File: src/sv/fsp_pkg.sv
// Shared types, character codes and lookup functions for the format
// specifier parser. Used by the parser core, the top level and the testbench.
`default_nettype none

package fsp_pkg;

  localparam int FIELD_W = 16;

  typedef enum logic [2:0] {
    PH_IDLE  = 3'd0,
    PH_PCT   = 3'd1,
    PH_FLAGS = 3'd2,
    PH_WIDTH = 3'd3,
    PH_WSTAR = 3'd4,
    PH_DOT   = 3'd5,
    PH_PREC  = 3'd6,
    PH_PSTAR = 3'd7
  } phase_t;

  typedef enum logic [2:0] {
    ST_PLAIN = 3'd0,
    ST_IN    = 3'd1,
    ST_PCT   = 3'd2,
    ST_DONE  = 3'd3,
    ST_REJ   = 3'd4
  } status_t;

  // Bit positions of the flags in the flag vector.
  localparam int FL_PLUS  = 0;
  localparam int FL_SPACE = 1;
  localparam int FL_MINUS = 2;
  localparam int FL_ZERO  = 3;
  localparam int FL_QUOTE = 4;
  localparam int FL_HASH  = 5;
  localparam int NUM_FLAGS = 6;

  localparam logic [7:0] CH_PCT   = 8'h25;
  localparam logic [7:0] CH_DOT   = 8'h2E;
  localparam logic [7:0] CH_STAR  = 8'h2A;
  localparam logic [7:0] CH_ZERO  = 8'h30;
  localparam logic [7:0] CH_ONE   = 8'h31;
  localparam logic [7:0] CH_NINE  = 8'h39;
  localparam logic [7:0] CH_PLUS  = 8'h2B;
  localparam logic [7:0] CH_SPACE = 8'h20;
  localparam logic [7:0] CH_MINUS = 8'h2D;
  localparam logic [7:0] CH_QUOTE = 8'h27;
  localparam logic [7:0] CH_HASH  = 8'h23;

  typedef struct packed {
    status_t                     status;
    logic [2:0]                  conv_type;
    logic [NUM_FLAGS-1:0]        flags;
    logic                        has_dot;
    logic [FIELD_W-1:0]          width_value;
    logic [FIELD_W-1:0]          prec_value;
  } result_t;

  typedef struct packed {
    logic       hit;
    logic [2:0] idx;
  } lookup_t;

  function automatic lookup_t flag_lookup(input logic [7:0] c);
    lookup_t r;
    r.hit = 1'b1;
    r.idx = 3'(FL_PLUS);
    case (c)
      CH_PLUS:  r.idx = 3'(FL_PLUS);
      CH_SPACE: r.idx = 3'(FL_SPACE);
      CH_MINUS: r.idx = 3'(FL_MINUS);
      CH_ZERO:  r.idx = 3'(FL_ZERO);
      CH_QUOTE: r.idx = 3'(FL_QUOTE);
      CH_HASH:  r.idx = 3'(FL_HASH);
      default:  r.hit = 1'b0;
    endcase
    return r;
  endfunction

  // Conversion codes follow the order c s p d i u x X.
  function automatic lookup_t conv_lookup(input logic [7:0] c);
    lookup_t r;
    r.hit = 1'b1;
    r.idx = 3'd0;
    case (c)
      8'h63:   r.idx = 3'd0;
      8'h73:   r.idx = 3'd1;
      8'h70:   r.idx = 3'd2;
      8'h64:   r.idx = 3'd3;
      8'h69:   r.idx = 3'd4;
      8'h75:   r.idx = 3'd5;
      8'h78:   r.idx = 3'd6;
      8'h58:   r.idx = 3'd7;
      default: r.hit = 1'b0;
    endcase
    return r;
  endfunction

endpackage

`default_nettype wire

File: src/sv/fsp_ifs.sv
// Valid/ready channel interfaces for format characters and parse results.
// Depends on nothing beyond the fixed field widths.
`default_nettype none

interface fsp_char_if;
  logic               valid;
  logic               ready;
  logic [7:0]         ch;
  logic signed [31:0] star_arg;

  modport source (output valid, ch, star_arg, input ready);
  modport sink   (input valid, ch, star_arg, output ready);
endinterface

interface fsp_spec_if;
  logic        valid;
  logic        ready;
  logic [2:0]  status;
  logic [2:0]  conv_type;
  logic        flag_plus;
  logic        flag_space;
  logic        flag_minus;
  logic        flag_zero;
  logic        flag_quote;
  logic        flag_hash;
  logic        has_dot;
  logic [15:0] width_value;
  logic [15:0] prec_value;

  modport source (output valid, status, conv_type, flag_plus, flag_space, flag_minus,
                  flag_zero, flag_quote, flag_hash, has_dot, width_value, prec_value,
                  input ready);
  modport sink   (input valid, status, conv_type, flag_plus, flag_space, flag_minus,
                  flag_zero, flag_quote, flag_hash, has_dot, width_value, prec_value,
                  output ready);
endinterface

`default_nettype wire

File: src/sv/format_spec_parser.sv
// Format specifier parser: one format character in, one parse result out per
// character. Each character is held in an input register, parsed in a single
// pass of combinational logic against the parser state, and the result lands
// in an output register. The block takes one character every cycle while the
// output is not stalled; the rate is set by the parser state, which is updated
// once for each character that is parsed. A stalled output
// holds one result while one more character waits in the input register.
// Width and precision saturate at 2^NUM_BITS-1, never above 65535.
`default_nettype none

module format_spec_parser import fsp_pkg::*; #(
  parameter int NUM_BITS = 16
) (
  input  wire logic   clk,
  input  wire logic   rst,
  fsp_char_if.sink    chars,
  fsp_spec_if.source  specs
);

  logic               in_valid;
  logic [7:0]         ch_q;
  logic signed [31:0] star_q;
  logic               out_valid;
  result_t            res_q;
  result_t            res;
  logic               advance;
  logic               step;

  assign advance     = !out_valid || specs.ready;
  assign step        = in_valid && advance;
  assign chars.ready = !in_valid || advance;

  fsp_core #(.NUM_BITS(NUM_BITS)) u_core (
    .clk      (clk),
    .rst      (rst),
    .step     (step),
    .ch       (ch_q),
    .star_arg (star_q),
    .res      (res)
  );

  always_ff @(posedge clk) begin
    if (rst) begin
      in_valid  <= 1'b0;
      out_valid <= 1'b0;
    end else begin
      if (chars.ready) in_valid <= chars.valid;
      if (advance) out_valid <= in_valid;
    end
  end

  always_ff @(posedge clk) begin
    if (chars.ready && chars.valid) begin
      ch_q   <= chars.ch;
      star_q <= chars.star_arg;
    end
    if (step) res_q <= res;
  end

  assign specs.valid       = out_valid;
  assign specs.status      = res_q.status;
  assign specs.conv_type   = res_q.conv_type;
  assign specs.flag_plus   = res_q.flags[FL_PLUS];
  assign specs.flag_space  = res_q.flags[FL_SPACE];
  assign specs.flag_minus  = res_q.flags[FL_MINUS];
  assign specs.flag_zero   = res_q.flags[FL_ZERO];
  assign specs.flag_quote  = res_q.flags[FL_QUOTE];
  assign specs.flag_hash   = res_q.flags[FL_HASH];
  assign specs.has_dot     = res_q.has_dot;
  assign specs.width_value = res_q.width_value;
  assign specs.prec_value  = res_q.prec_value;

`ifndef SYNTHESIS
  // Input backpressure only when both pipeline registers are full.
  a_ready_low: assert property (@(posedge clk) disable iff (rst)
    !chars.ready |-> (in_valid && out_valid && !specs.ready))
    else $error("input stalled without a full pipeline");

  // Detail fields carry data only on a completed specifier.
  a_zero_unless_done: assert property (@(posedge clk) disable iff (rst)
    (specs.valid && specs.status != ST_DONE) |->
      (specs.width_value == 16'd0 && specs.prec_value == 16'd0 && !specs.has_dot &&
       specs.conv_type == 3'd0 && !specs.flag_plus && !specs.flag_hash))
    else $error("detail fields set on a result that is not a completed specifier");

  a_plus_space: assert property (@(posedge clk) disable iff (rst)
    specs.valid |-> !(specs.flag_plus && specs.flag_space))
    else $error("space flag left set next to plus flag");

  a_zero_fix: assert property (@(posedge clk) disable iff (rst)
    (specs.valid && specs.flag_zero) |->
      (!specs.has_dot && !specs.flag_minus && specs.width_value != 16'd0))
    else $error("zero flag survived correction");

  // A held result must not be overwritten by the next parse step.
  a_hold: assert property (@(posedge clk) disable iff (rst)
    (out_valid && !specs.ready) |=> $stable(res_q))
    else $error("stalled result register changed");
`endif

endmodule

`default_nettype wire

File: src/sv/fsp_core.sv
// Parser state and per-character transition logic of the specifier parser.
// Depends on fsp_pkg for phases, status codes and character lookups.
`default_nettype none

module fsp_core import fsp_pkg::*; #(
  parameter int NUM_BITS = 16
) (
  input  wire logic               clk,
  input  wire logic               rst,
  input  wire logic               step,
  input  wire logic [7:0]         ch,
  input  wire logic signed [31:0] star_arg,
  output result_t                 res
);

  // Accumulators never exceed the saturation limit, so they need no more bits.
  localparam int ACC_W = (NUM_BITS < FIELD_W) ? NUM_BITS : FIELD_W;

  phase_t               phase, phase_next;
  logic [NUM_FLAGS-1:0] flag_bits, flag_bits_next;
  logic [ACC_W-1:0]     width_acc, width_acc_next;
  logic [ACC_W-1:0]     prec_acc, prec_acc_next;
  logic                 dot_seen, dot_seen_next;

  function automatic logic [ACC_W-1:0] add_digit(input logic [ACC_W-1:0] acc,
                                                  input logic [3:0] d);
    logic [ACC_W+3:0] v;
    v = ({4'd0, acc} << 3) + ({4'd0, acc} << 1) + (ACC_W+4)'(d);
    if (v[ACC_W+3:ACC_W] != 4'd0) return '1;
    return v[ACC_W-1:0];
  endfunction

  function automatic logic [ACC_W-1:0] star_value(input logic signed [31:0] raw);
    if (raw[31]) return '0;
    if (raw[30:ACC_W] != '0) return '1;
    return raw[ACC_W-1:0];
  endfunction

  lookup_t    fl, cv;
  logic       is_digit, is_nz_digit;
  logic [3:0] dval;
  status_t    st;
  logic [NUM_FLAGS-1:0] fix;

  assign fl          = flag_lookup(ch);
  assign cv          = conv_lookup(ch);
  assign is_digit    = (ch >= CH_ZERO) && (ch <= CH_NINE);
  assign is_nz_digit = (ch >= CH_ONE) && (ch <= CH_NINE);
  assign dval        = ch[3:0];

  always_comb begin
    phase_next     = phase;
    flag_bits_next = flag_bits;
    width_acc_next = width_acc;
    prec_acc_next  = prec_acc;
    dot_seen_next  = dot_seen;
    st             = ST_IN;
    case (phase)
      PH_IDLE: begin
        if (ch == CH_PCT) begin
          phase_next     = PH_PCT;
          flag_bits_next = '0;
          width_acc_next = '0;
          prec_acc_next  = '0;
          dot_seen_next  = 1'b0;
        end else begin
          st = ST_PLAIN;
        end
      end
      PH_PCT, PH_FLAGS: begin
        if (phase == PH_PCT && ch == CH_PCT) begin
          st         = ST_PCT;
          phase_next = PH_IDLE;
        end else if (fl.hit) begin
          flag_bits_next[fl.idx] = 1'b1;
          phase_next             = PH_FLAGS;
        end else if (is_nz_digit) begin
          width_acc_next = add_digit('0, dval);
          phase_next     = PH_WIDTH;
        end else if (ch == CH_STAR) begin
          width_acc_next = star_value(star_arg);
          phase_next     = PH_WSTAR;
        end else if (ch == CH_DOT) begin
          dot_seen_next = 1'b1;
          phase_next    = PH_DOT;
        end else if (cv.hit) begin
          st = ST_DONE;
        end else begin
          st = ST_REJ;
        end
      end
      PH_WIDTH: begin
        if (is_digit) begin
          width_acc_next = add_digit(width_acc, dval);
        end else if (ch == CH_DOT) begin
          dot_seen_next = 1'b1;
          phase_next    = PH_DOT;
        end else if (cv.hit) begin
          st = ST_DONE;
        end else begin
          st = ST_REJ;
        end
      end
      PH_WSTAR: begin
        if (ch == CH_DOT) begin
          dot_seen_next = 1'b1;
          phase_next    = PH_DOT;
        end else if (cv.hit) begin
          st = ST_DONE;
        end else begin
          st = ST_REJ;
        end
      end
      PH_DOT: begin
        if (is_digit) begin
          prec_acc_next = add_digit('0, dval);
          phase_next    = PH_PREC;
        end else if (ch == CH_STAR) begin
          prec_acc_next = star_value(star_arg);
          phase_next    = PH_PSTAR;
        end else if (cv.hit) begin
          st = ST_DONE;
        end else begin
          st = ST_REJ;
        end
      end
      PH_PREC: begin
        if (is_digit) begin
          prec_acc_next = add_digit(prec_acc, dval);
        end else if (cv.hit) begin
          st = ST_DONE;
        end else begin
          st = ST_REJ;
        end
      end
      default: begin
        if (cv.hit) st = ST_DONE;
        else        st = ST_REJ;
      end
    endcase
    if (st == ST_DONE || st == ST_REJ) phase_next = PH_IDLE;
  end

  // Flag correction uses the state as it stood before the conversion character.
  always_comb begin
    fix = flag_bits;
    if (fix[FL_PLUS]) fix[FL_SPACE] = 1'b0;
    if (dot_seen || fix[FL_MINUS] || width_acc == '0) fix[FL_ZERO] = 1'b0;
  end

  always_comb begin
    res        = '0;
    res.status = st;
    if (st == ST_DONE) begin
      res.conv_type   = cv.idx;
      res.flags       = fix;
      res.has_dot     = dot_seen;
      res.width_value = FIELD_W'(width_acc);
      res.prec_value  = FIELD_W'(prec_acc);
    end
  end

  always_ff @(posedge clk) begin
    if (rst) begin
      phase     <= PH_IDLE;
      flag_bits <= '0;
      width_acc <= '0;
      prec_acc  <= '0;
      dot_seen  <= 1'b0;
    end else if (step) begin
      phase     <= phase_next;
      flag_bits <= flag_bits_next;
      width_acc <= width_acc_next;
      prec_acc  <= prec_acc_next;
      dot_seen  <= dot_seen_next;
    end
  end

endmodule

`default_nettype wire

File: src/flat_wrapper.sv
// flat-port wrapper written by rule: the top's interface ports become plain ports
module format_spec_parser_flat import fsp_pkg::*;
#(
  parameter int NUM_BITS = 16
)
  (clk, rst, chars_valid, chars_ch, chars_star_arg, chars_ready, specs_valid, specs_status, specs_conv_type, specs_flag_plus, specs_flag_space, specs_flag_minus, specs_flag_zero, specs_flag_quote, specs_flag_hash, specs_has_dot, specs_width_value, specs_prec_value, specs_ready);
  fsp_char_if chars_i ();
  fsp_spec_if specs_i ();
  input  wire logic clk;
  input  wire logic rst;
  input wire logic [$bits(chars_i.valid)-1:0] chars_valid;
  input wire logic [$bits(chars_i.ch)-1:0] chars_ch;
  input wire logic [$bits(chars_i.star_arg)-1:0] chars_star_arg;
  output wire logic [$bits(chars_i.ready)-1:0] chars_ready;
  output wire logic [$bits(specs_i.valid)-1:0] specs_valid;
  output wire logic [$bits(specs_i.status)-1:0] specs_status;
  output wire logic [$bits(specs_i.conv_type)-1:0] specs_conv_type;
  output wire logic [$bits(specs_i.flag_plus)-1:0] specs_flag_plus;
  output wire logic [$bits(specs_i.flag_space)-1:0] specs_flag_space;
  output wire logic [$bits(specs_i.flag_minus)-1:0] specs_flag_minus;
  output wire logic [$bits(specs_i.flag_zero)-1:0] specs_flag_zero;
  output wire logic [$bits(specs_i.flag_quote)-1:0] specs_flag_quote;
  output wire logic [$bits(specs_i.flag_hash)-1:0] specs_flag_hash;
  output wire logic [$bits(specs_i.has_dot)-1:0] specs_has_dot;
  output wire logic [$bits(specs_i.width_value)-1:0] specs_width_value;
  output wire logic [$bits(specs_i.prec_value)-1:0] specs_prec_value;
  input wire logic [$bits(specs_i.ready)-1:0] specs_ready;
  assign chars_i.valid = chars_valid;
  assign chars_i.ch = chars_ch;
  assign chars_i.star_arg = chars_star_arg;
  assign chars_ready = chars_i.ready;
  assign specs_valid = specs_i.valid;
  assign specs_status = specs_i.status;
  assign specs_conv_type = specs_i.conv_type;
  assign specs_flag_plus = specs_i.flag_plus;
  assign specs_flag_space = specs_i.flag_space;
  assign specs_flag_minus = specs_i.flag_minus;
  assign specs_flag_zero = specs_i.flag_zero;
  assign specs_flag_quote = specs_i.flag_quote;
  assign specs_flag_hash = specs_i.flag_hash;
  assign specs_has_dot = specs_i.has_dot;
  assign specs_width_value = specs_i.width_value;
  assign specs_prec_value = specs_i.prec_value;
  assign specs_i.ready = specs_ready;
  format_spec_parser #(.NUM_BITS(NUM_BITS)) u_core (.clk(clk), .rst(rst), .chars(chars_i), .specs(specs_i));
endmodule
File: config.mk
export PLATFORM = sky130hd
export DESIGN_NAME = format_spec_parser_flat
export DESIGN_NICKNAME = d
export VERILOG_FILES = /design/src/sv/fsp_pkg.sv /design/src/sv/fsp_ifs.sv /design/src/sv/format_spec_parser.sv /design/src/sv/fsp_core.sv /design/src/flat_wrapper.sv
export SDC_FILE = /design/constraint.sdc
export NUM_CORES = 1
export LEC_CHECK = 0
export BUFFER_PORTS_ARGS = -buffer_cell sky130_fd_sc_hd__buf_4
export CAP_MARGIN = 20
export CORE_AREA = 2 2 140 142
export DETAILED_ROUTE_END_ITERATION = 16
export DIE_AREA = 0 0 142 144
export PLACE_DENSITY = 0.58
export SETUP_SLACK_MARGIN = 0.2
export SYNTH_ARGS = -nofsm -noshare
export SYNTH_HDL_FRONTEND = slang
export SYNTH_SLANG_ARGS = --single-unit
File: constraint.sdc
create_clock -name clk -period 3.9 [get_ports clk]
set_input_delay 0.585 -clock clk [delete_from_list [all_inputs] [get_ports clk]]
set_output_delay 0.585 -clock clk [all_outputs]
set_load 0.05 [all_outputs]
### Yosys cells after proc, flatten, opt, wreduce, memory -nomap -nowiden

Index checks and enable logic that the tools add are counted.

| word-level totals | value |
|---|---|
| memories kept | 0 |
| register bits | 129 |
| latch bits | 0 |
| RAM bits | 0 |
| bits in read-only memories | 0 |
| bits of input ports | 44 |

| cells by class | value |
|---|---|
| reductions and logical operators | 33 |
| equality and inequality tests | 39 |
| muxes and demuxes | 95 |
| add/subtract/negate cells | 4 |
| shift operators | 0 |
| $lt $le $gt $ge | 5 |
| bitwise logic cells | 2 |
| divide/modulo/power cells | 0 |
| multiply operators | 0 |

Operators by type and width:

| kind | count |
|---|---|
| 2-to-1 mux 16 bit | 21 |
| one-hot mux 16 bit (3 select lines) | 2 |
| equality test 8 x 6 -> 1 bit, second input constant | 9 |
| equality test 8 x 7 -> 1 bit, second input constant | 8 |
| 2-to-1 mux 3 bit | 20 |
| 2-to-1 mux 1 bit | 42 |
| adder 19 x 17 -> 20 bit | 2 |
| adder 20 x 4 -> 20 bit | 2 |
| one-hot mux 3 bit (5 select lines) | 2 |
| one-hot mux 3 bit (7 select lines) | 1 |
| 2-to-1 mux 6 bit | 3 |
| != test 2 bit, second input constant | 9 |
| one-hot mux 3 bit (6 select lines) | 1 |
| greater-or-equal comparator 8 x 6 -> 1 bit, second input constant | 2 |
| logical NOT 16 bit | 1 |
| AND reduction 5 bit | 3 |
| nonzero test 15 bit | 1 |
| equality test 3 bit, second input constant | 4 |
| != test 3 bit, second input constant | 4 |
| one-hot mux 6 bit (2 select lines) | 1 |
| nonzero test 4 bit | 3 |
| equality test 3 x 2 -> 1 bit, second input constant | 3 |
| <= comparator 8 x 6 -> 1 bit, second input constant | 1 |
| AND reduction 8 bit | 1 |
| 19 further kinds | 32 |

### Depth between registers and ports, before layout

Gate-level depths: netlist of the first run.

| depth | value |
|---|---|
| depth after elaboration | 19 |
| gate-level depth with buffers | 11 |

### Cells and area by module

A second synthesis of the first run with hierarchy kept.

| second synthesis, totals | value |
|---|---|
| cells, all modules | 835 |
| area total of the unflattened synthesis | 8,230.4 µm² |

By module, submodules not included:

| module | area each (µm²) | times used | cells each |
|---|---|---|---|
| fsp_core | 5,574.1 | 1 | 740 |
| format_spec_parser | 2,656.3 | 1 | 95 |

### Worst setup path before layout of the first run

OpenSTA, ideal clock, no wires.

| timing path | value |
|---|---|
| kind | reg2reg |
| from | register u_core.out_valid (netlist: u_core.specs.valid) |
| to | register u_core.u_core.prec_acc[0] |
| arrival | 3.036 ns |
| library setup time | 0.119 ns |
| data required time | 3.781 ns |
| path slack | 0.745 ns |
| stages on the path, launching flop included | 9 |
| cells stage by stage | dfxtp_1 nor2b_1 nand2b_1 inv_1 nand3_1 o32ai_4 buf_6 o311ai_0 o221a_2 |

| between the ends | value |
|---|---|
| word-level cells in the longest chain between the ends | 4 |

RTL lines:

| what | RTL line | text |
|---|---|---|
| start: declaration | format_spec_parser.sv:23 | `logic out_valid;` |
| start signal: assignment | format_spec_parser.sv:48 | `if (advance) out_valid <= in_valid;` |
| logical NOT 1 bit | format_spec_parser.sv:29 | `assign advance = !out_valid \|\| specs.ready;` |
| logical OR 1 bit | format_spec_parser.sv:29 |  |
| logical AND 1 bit | format_spec_parser.sv:30 | `assign step = in_valid && advance;` |
| net u_core.step | format_spec_parser.sv:27 | `logic step;` |
| AND reduction 5 bit (no source line) | - |  |
| end signal: assignment | fsp_core.sv:174 | `prec_acc <= prec_acc_next;` |
| end: declaration | fsp_core.sv:22 | `logic [ACC_W-1:0] prec_acc, prec_acc_next;` |

The timed path passes the listed nets, and every way through them passes these cells.
A chain may end at the register's enable or synchronous reset.

### Final worst setup path of the first run

| timing path | value |
|---|---|
| from | register u_core.ch_q[3] |
| to | register u_core.u_core.width_acc[3] |

| between the ends | value |
|---|---|
| word-level cells in the longest chain between the ends | 8 |
| elaborated cells between the ends (all ways) | 34 |
| those cells by class | add/sub: 1; order compare: 3; eq/ne: 13; mux: 11; reduce/logical: 6 |

RTL lines:

| what | RTL line | text |
|---|---|---|
| start: declaration | format_spec_parser.sv:21 | `logic [7:0] ch_q;` |
| start signal: assignment | format_spec_parser.sv:54 | `ch_q <= chars.ch;` |
| adder 20 x 4 -> 20 bit | fsp_core.sv:28 | `v = ({4'd0, acc} << 3) + ({4'd0, acc} << 1) + (ACC_W+4)'(d);` |
| nonzero test 4 bit | fsp_core.sv:29 | `if (v[ACC_W+3:ACC_W] != 4'd0) return '1;` |
| 2-to-1 mux 1 bit | fsp_core.sv:29 |  |
| 2-to-1 mux 1 bit | fsp_core.sv:93 | `if (is_digit) begin` |
| 2-to-1 mux 1 bit | fsp_core.sv:58 | `case (phase)` |
| 2-to-1 mux 16 bit | fsp_core.sv:30 | `return v[ACC_W-1:0];` |
| 2-to-1 mux 16 bit | fsp_core.sv:93 |  |
| one-hot mux 16 bit (3 select lines) | fsp_core.sv:58 |  |
| end signal: assignment | fsp_core.sv:173 | `width_acc <= width_acc_next;` |
| end: declaration | fsp_core.sv:21 | `logic [ACC_W-1:0] width_acc, width_acc_next;` |

Parallel ways exist; a longest one is shown, timed or not. The select of a mux whose other input is x is not followed.

==> results.cfg, run 1 <==
[power_and_ir_drop]
p_switching_mw = 0.753
p_per_area_nw_per_um2 = 370
p_int_mw = 2.72
leakage_nw = 3.81
pwr-share-comb = 0.063
p_sw_frac = 0.217
power_frac_clock = 0.498
irDropWorstVdd_mv = 0.290
p_seq_frac = 0.439

[detailed_routing]
drt-initial-drc-count = 412
via_count = 6403
vias_per_cell = 5.65
routed_wl_um = 19700
detail_route.wl_per_cell_um = 17.4
antenna_left = 0
dr.pass1.iters = 5
drc = 0

[clock_tree]
cts_tree = yes
post_cts_resize_count = 0
hold_buffers = 0
htreeDepth = 4
cts_inserted_buffers = 17
cts-root-buf = clkbuf_16
clk_latency_ns = 0.42
clkTransAtPathRegs_ns = 0.06
clock_sinks = 129
clk_path_buf_depth = 2
cts_setup_buffers = 0

[floorplan]
dieArea_um2 = 20400
die_y_um = 144
initial_core_util = 0.408
num_io_pins = 91
die_w_um = 142
design.core.area_um2 = 19100
core.rowCount = 51

[timing]
slew_viol_final = 0
relSlewSlack = 0.345
fmax_ghz = 0.289
setup_viol = 0
rsz0062_at_grt = false
fin_crit_ns = 3.46
worstMarginPinSlew_ns = 0.982
finalSetupTns_ns = 0
finalHoldViolations = 0
finClkSkew_ns = 0.0112
period_share = 0.888

[logic_synthesis]
yosys_register_bits = 129
avgSynthCellArea_um2 = 9.86
ys_seq_area_frac = 0.441
synth_common_cells = nor2_1 (89), edfxtp_1 (85), ha_1 (62)
synth_top_area_cell = edfxtp_1
yosys_warnings = 0
yosysTopAreaCellShare = 0.328
async_flop_share = 0
synth_ff_type = edfxtp_1
synth_most_common_cell = nor2_1
synth_edf_count = 85
synth_area_um2 = 7790
synth_nets = 900
synth.distinct_cells = 81
synthTopCellsByArea = edfxtp_1 (33%), dfxtp_1 (11%), ha_1 (10%)
synthCells = 790

[worst_setup_path]
reg2reg_slack_ns = 0.44
cp.arrival_ns = 3.74
critPathRequiredTime_ns = 4.18
critPathKind = reg2reg
end_kind = flop
start_kind = flop
path_max_fanout = 11

[global_routing]
grt_first_pass_wirelength_um = 31900
antenna_found_initial = 0
grt_pass1_vias = 6223
grt_overflow = 0
grt_usage = 0.200
grt_start_max_net_pins = 41

[placed_design]
gp_congestion = 0.908
hpwl_um = 14800
io_buffers = 90
placedInstanceArea_um2 = 8760

[finish]
area.growth.synth_to_final_pct = 20.6
nNetsFinal = 993
drive_above_1_share = 0.184
antennaDiodeCount = 0
stdcell_area_um2 = 9390

[run_status]
status = completed

[job]
max_cap_viol_count = 0

[worst_hold_path]
hold_class = in2reg
-- metrics by stage --
| stage | utilization | total power, mW | hold WS [ns] | worst slack [ns] | instances |
|---|---|---|---|---|---|
| after floorplan | - | 1.68 | 0.428 | 0.745 | 790 |
| after global placement | 0.459 | 1.77 | 0.439 | 0.587 | 1102 |
| after detailed placement | 0.459 | 1.77 | 0.457 | 0.519 | 1102 |
| after CTS | 0.492 | 3.50 | 0.325 | 0.460 | 1134 |
| after global routing | 0.492 | 3.58 | 0.318 | 0.229 | 1134 |
| final | 0.492 | 3.47 | 0.344 | 0.436 | 1134 |
-- sequential cells by signal, indices dropped and copies added, names as in the netlist, 3 cells and up --
signal	flops
u_core.star_q	32
u_core.ch_q	8
u_core.specs.conv_type	3
u_core.specs.width_value	16
u_core.u_core.width_acc	16
u_core.specs.prec_value	16
u_core.u_core.flag_bits	6
u_core.u_core.phase	3
u_core.specs.status	3
u_core.u_core.prec_acc	16
-- worst max-delay path, stage by stage (launching register included) --
cell      delay [ns]
edfxtp_1        0.50
fa_1            0.53
fa_1            0.49
a211oi_1        0.33
o21ai_0         0.25
nand2_1         0.16
o21ai_0         0.14
mux2_2          0.39
a21oi_1         0.38
a211oi_1        0.14
-- cell type report --
cell class,instances,area (µm²)
clock buffers,20,447
clock inverters,12,189
fillers,1745,9690
inverters,11,41.3
multi-input cells,611,4130
flip-flops and latches,129,3430
well taps,238,298
repair buffers,113,861
-- placed cells by master, fill, tap and decap left out, types with 5 or more instances in the layout --
cell type,instances
nor4_1,15
a21o_1,9
nand3_1,22
and2_1,38
inv_1,9
nand4_1,6
xnor2_1,15
o21bai_1,5
o22ai_1,10
nor3_1,14
o31a_1,5
a21oi_1,53
a22oi_1,5
a31o_2,5
ha_1,62
and3_1,10
xor2_1,8
o31ai_1,5
nor2_1,89
nand2b_1,8
a31oi_1,19
clkbuf_16,17
bufinv_16,5
buf_4,112
nor2b_1,9
o211ai_1,6
o21ai_0,45
dfxtp_1,44
o21a_1,7
nand2_1,54
edfxtp_1,85
a211oi_1,14
-- per-layer routing --
metal | vias to the layer above | share of wire | track usage
met1 | 3018 | 0.46 | 0.259
met2 | 165 | 0.47 | 0.325
met5 | - | 0 | 0
li1 | 3190 | - | -
met4 | 0 | 0.022 | 0.0726
met3 | 30 | 0.043 | 0.0497
-- final timing paths --
| check | depth (start not counted) | start | endpoint |
|---|---|---|---|
| max | 9 | u_core.ch_q[3] | u_core.u_core.width_acc[3] |
| min | 1 | chars_star_arg[25] | u_core.star_q[25] |
| max reg2reg | 9 | u_core.ch_q[3] | u_core.u_core.width_acc[3] |
| min reg2reg | 2 | u_core.u_core.flag_bits[4] | u_core.u_core.flag_bits[4] |
-- power groups by stage --
stage               combinational (mW)  clock (mW)  sequential (mW)
floorplan                       0.0737           0             1.61
global placement                 0.221           0             1.55
detailed placement               0.221           0             1.55
CTS                              0.222        1.76             1.52
global route                     0.236        1.82             1.53
finish                           0.220        1.73             1.52
-- cells by family after synthesis --
logic type,Yosys count,share of synthesized area
AOI/OAI and AO/OA,227,0.198
muxes,2,0.00273
adders and majority gates,66,0.110
xor gates and xnor gates,23,0.0259
buffers and inverters,50,0.0296
and+or+nand+nor,293,0.193
DFF,129,0.441
(Power assumes the default switching activity.)
==> run 2, diff against run 1 <==
GPL_ROUTABILITY_DRIVEN = 0   (was default)
GPL_TIMING_DRIVEN = 0   (was default)
==> results.cfg, run 2 (synthesized netlist as in run 1, its figures left out) <==
[run_status]
status = completed

[worst_setup_path]
end_kind = flop
r2r_cells = 9
slowest_delay_ns = 0.62
critPathKind = reg2reg
critPathBufInv = 1
critPathRequiredTime_ns = 4.21
cp.arrival_ns = 3.82
path_max_fanout = 10
cp_top_family = compound AO/OA/AOI/OAI gates
r2r-end = u_core.u_core.prec_acc[11]
start_kind = flop
slowest_stage = o311ai_0
reg2reg_from = u_core.ch_q[3]
crit_path_frequent_cell = fa_1
reg2reg_slack_ns = 0.39
cp_cell_sequence = fa_1 -> fa_1 -> a21oi_1 -> o2111ai_1 -> a31oi_4 -> o311ai_0 -> clkbuf_4 -> nand2_1 -> o31a_1

[global_routing]
grt_usage = 0.206
grt_pass1_vias = 6132
grt_first_pass_wirelength_um = 32600
antenna_found_initial = 0
grt_overflow = 0
grt_start_max_net_pins = 39

[power_and_ir_drop]
p_switching_mw = 0.784
p_seq_frac = 0.452
pwr-share-comb = 0.068
power_frac_clock = 0.480
irDropWorstVdd_mv = 0.268
p_per_area_nw_per_um2 = 358
leakage_nw = 3.80
p_sw_frac = 0.233
p_int_mw = 2.58

[timing]
slew_viol_final = 0
period_share = 0.900
worstMarginPinSlew_ns = 0.714
relSlewSlack = 0.524
finClkSkew_ns = 0.0165
finalSetupTns_ns = 0
fmax_ghz = 0.285
setup_viol = 0
fin_crit_ns = 3.51
finalHoldViolations = 0
rsz0062_at_grt = false
setup_slack_ns = 0.389

[clock_tree]
hold_buffers = 0
cts_tree = yes
clk_latency_ns = 0.43
cts-root-buf = clkbuf_16
htreeDepth = 4
clkTransAtPathRegs_ns = 0.06
cts_inserted_buffers = 17
clk_path_buf_depth = 2
clock_sinks = 129

[placed_design]
pre_cts_ws_ns = 0.303
hpwl_um = 15700
io_buffers = 89

[floorplan]
core.rowCount = 51
die_w_um = 142
num_io_pins = 91
initial_core_util = 0.408
die_y_um = 144
dieArea_um2 = 20400
design.core.area_um2 = 19100

[detailed_routing]
via_count = 6484
detail_route.wl_per_cell_um = 17.9
vias_per_cell = 5.63
dr.pass1.iters = 4
drc = 0
antenna_left = 0
drt-initial-drc-count = 551
routed_wl_um = 20600

[finish]
final_common_cell = buf_4
antennaDiodeCount = 0
post-route-util = 0.493
nNetsFinal = 1010
drive_above_1_share = 0.182
mostFrequentLayoutCells = buf_4 (91), nor2_1 (89), edfxtp_1 (85), ha_1 (62), nand2_1 (54)
n_fill_cell = 1775
area.growth.synth_to_final_pct = 20.9
largest_reg_flops = 32
top_register = u_core.star_q

[worst_hold_path]
hold_depth = 1
hold_end = u_core.ch_q[4]
hp-start = chars_ch[4]
hold_class = in2reg

[job]
max_cap_viol_count = 0
[run 2: cell types whose count changed in the layout (fill, tap and decap cells not counted), sizes merged]
cell	before	now
clkbuf	20	39
buf	113	110
bufinv	5	3
clkinv	6	8
clkinvlp	2	3
[run 2: final cells by class]
type | count | area, µm² | share of cell area
inverter | 11 | 41.3 | 0.00439
sequential | 129 | 3430 | 0.365
clock buffer | 19 | 433 | 0.0460
buffer | 39 | 194 | 0.0206
timing repair buffer | 91 | 708 | 0.0752
multi-input combinational | 611 | 4140 | 0.440
tap | 238 | 298 | 0.0316
clock inverter | 13 | 165 | 0.0175
[run 2: repair_timing]
| action | CTS | global route |
|---|---|---|
| hold endpoints to repair | 0 | 0 |
| endpoints found under the setup margin | 0 | 18 |
| buffers inserted | 0 | 0 |
| gates resized for setup | 0 | 7 |
[run 2: power groups by stage]
stage	Combinational [mW]	Clock, mW	Sequential (mW)
2_1_floorplan	0.0737	0	1.61
3_3_place_gp	0.224	0	1.55
3_5_place_dp	0.231	0	1.55
4_1_cts	0.231	1.64	1.52
5_1_grt	0.246	1.70	1.53
6_report	0.230	1.61	1.52
[run 2: how the worst max path moves through the flow]
| stage | to | depth (start not counted) | from |
|---|---|---|---|
| after CTS | u_core.u_core.prec_acc[11] | 10 | u_core.ch_q[3] |
| after global routing | u_core.u_core.width_acc[8] | 10 | u_core.ch_q[3] |
| after floorplan | u_core.u_core.prec_acc[0] | 8 | u_core.specs.valid |
| after global placement | u_core.u_core.prec_acc[14] | 9 | specs_ready |
| final | u_core.u_core.prec_acc[11] | 9 | u_core.ch_q[3] |
| after detailed placement | u_core.u_core.prec_acc[11] | 10 | u_core.ch_q[3] |
[run 2: layer usage]
layer  global-route usage  wire length (µm)  vias to the layer above  share of wire
li1                     -                 -                     3235              -
met3               0.0520              1050                       32          0.051
met4               0.0600               417                        0          0.020
met1                0.273              9590                     3022           0.47
met5                    0                 0                        -              0
met2                0.333              9550                      195           0.46
[run 2: stage by stage]
step / power (mW) / cells / hold slack [ns] / area [µm²]
final: 3.37 / 1151 / 0.334 / 9410
after global routing: 3.47 / 1151 / 0.323 / 9410
after CTS: 3.39 / 1151 / 0.319 / 9390
after detailed placement: 1.78 / 1119 / 0.453 / 8790
after global placement: 1.78 / 1117 / 0.440 / 8750
after floorplan: 1.68 / 790 / 0.428 / 7790
[run 2: worst reg2reg max path, stage by stage, from the launching register on]
cell       delay (ns)
edfxtp_1         0.55
fa_1             0.61
fa_1             0.23
a21oi_1          0.10
o2111ai_1        0.39
a31oi_4          0.19
o311ai_0         0.62
clkbuf_4         0.36
nand2_1          0.07
o31a_1           0.29
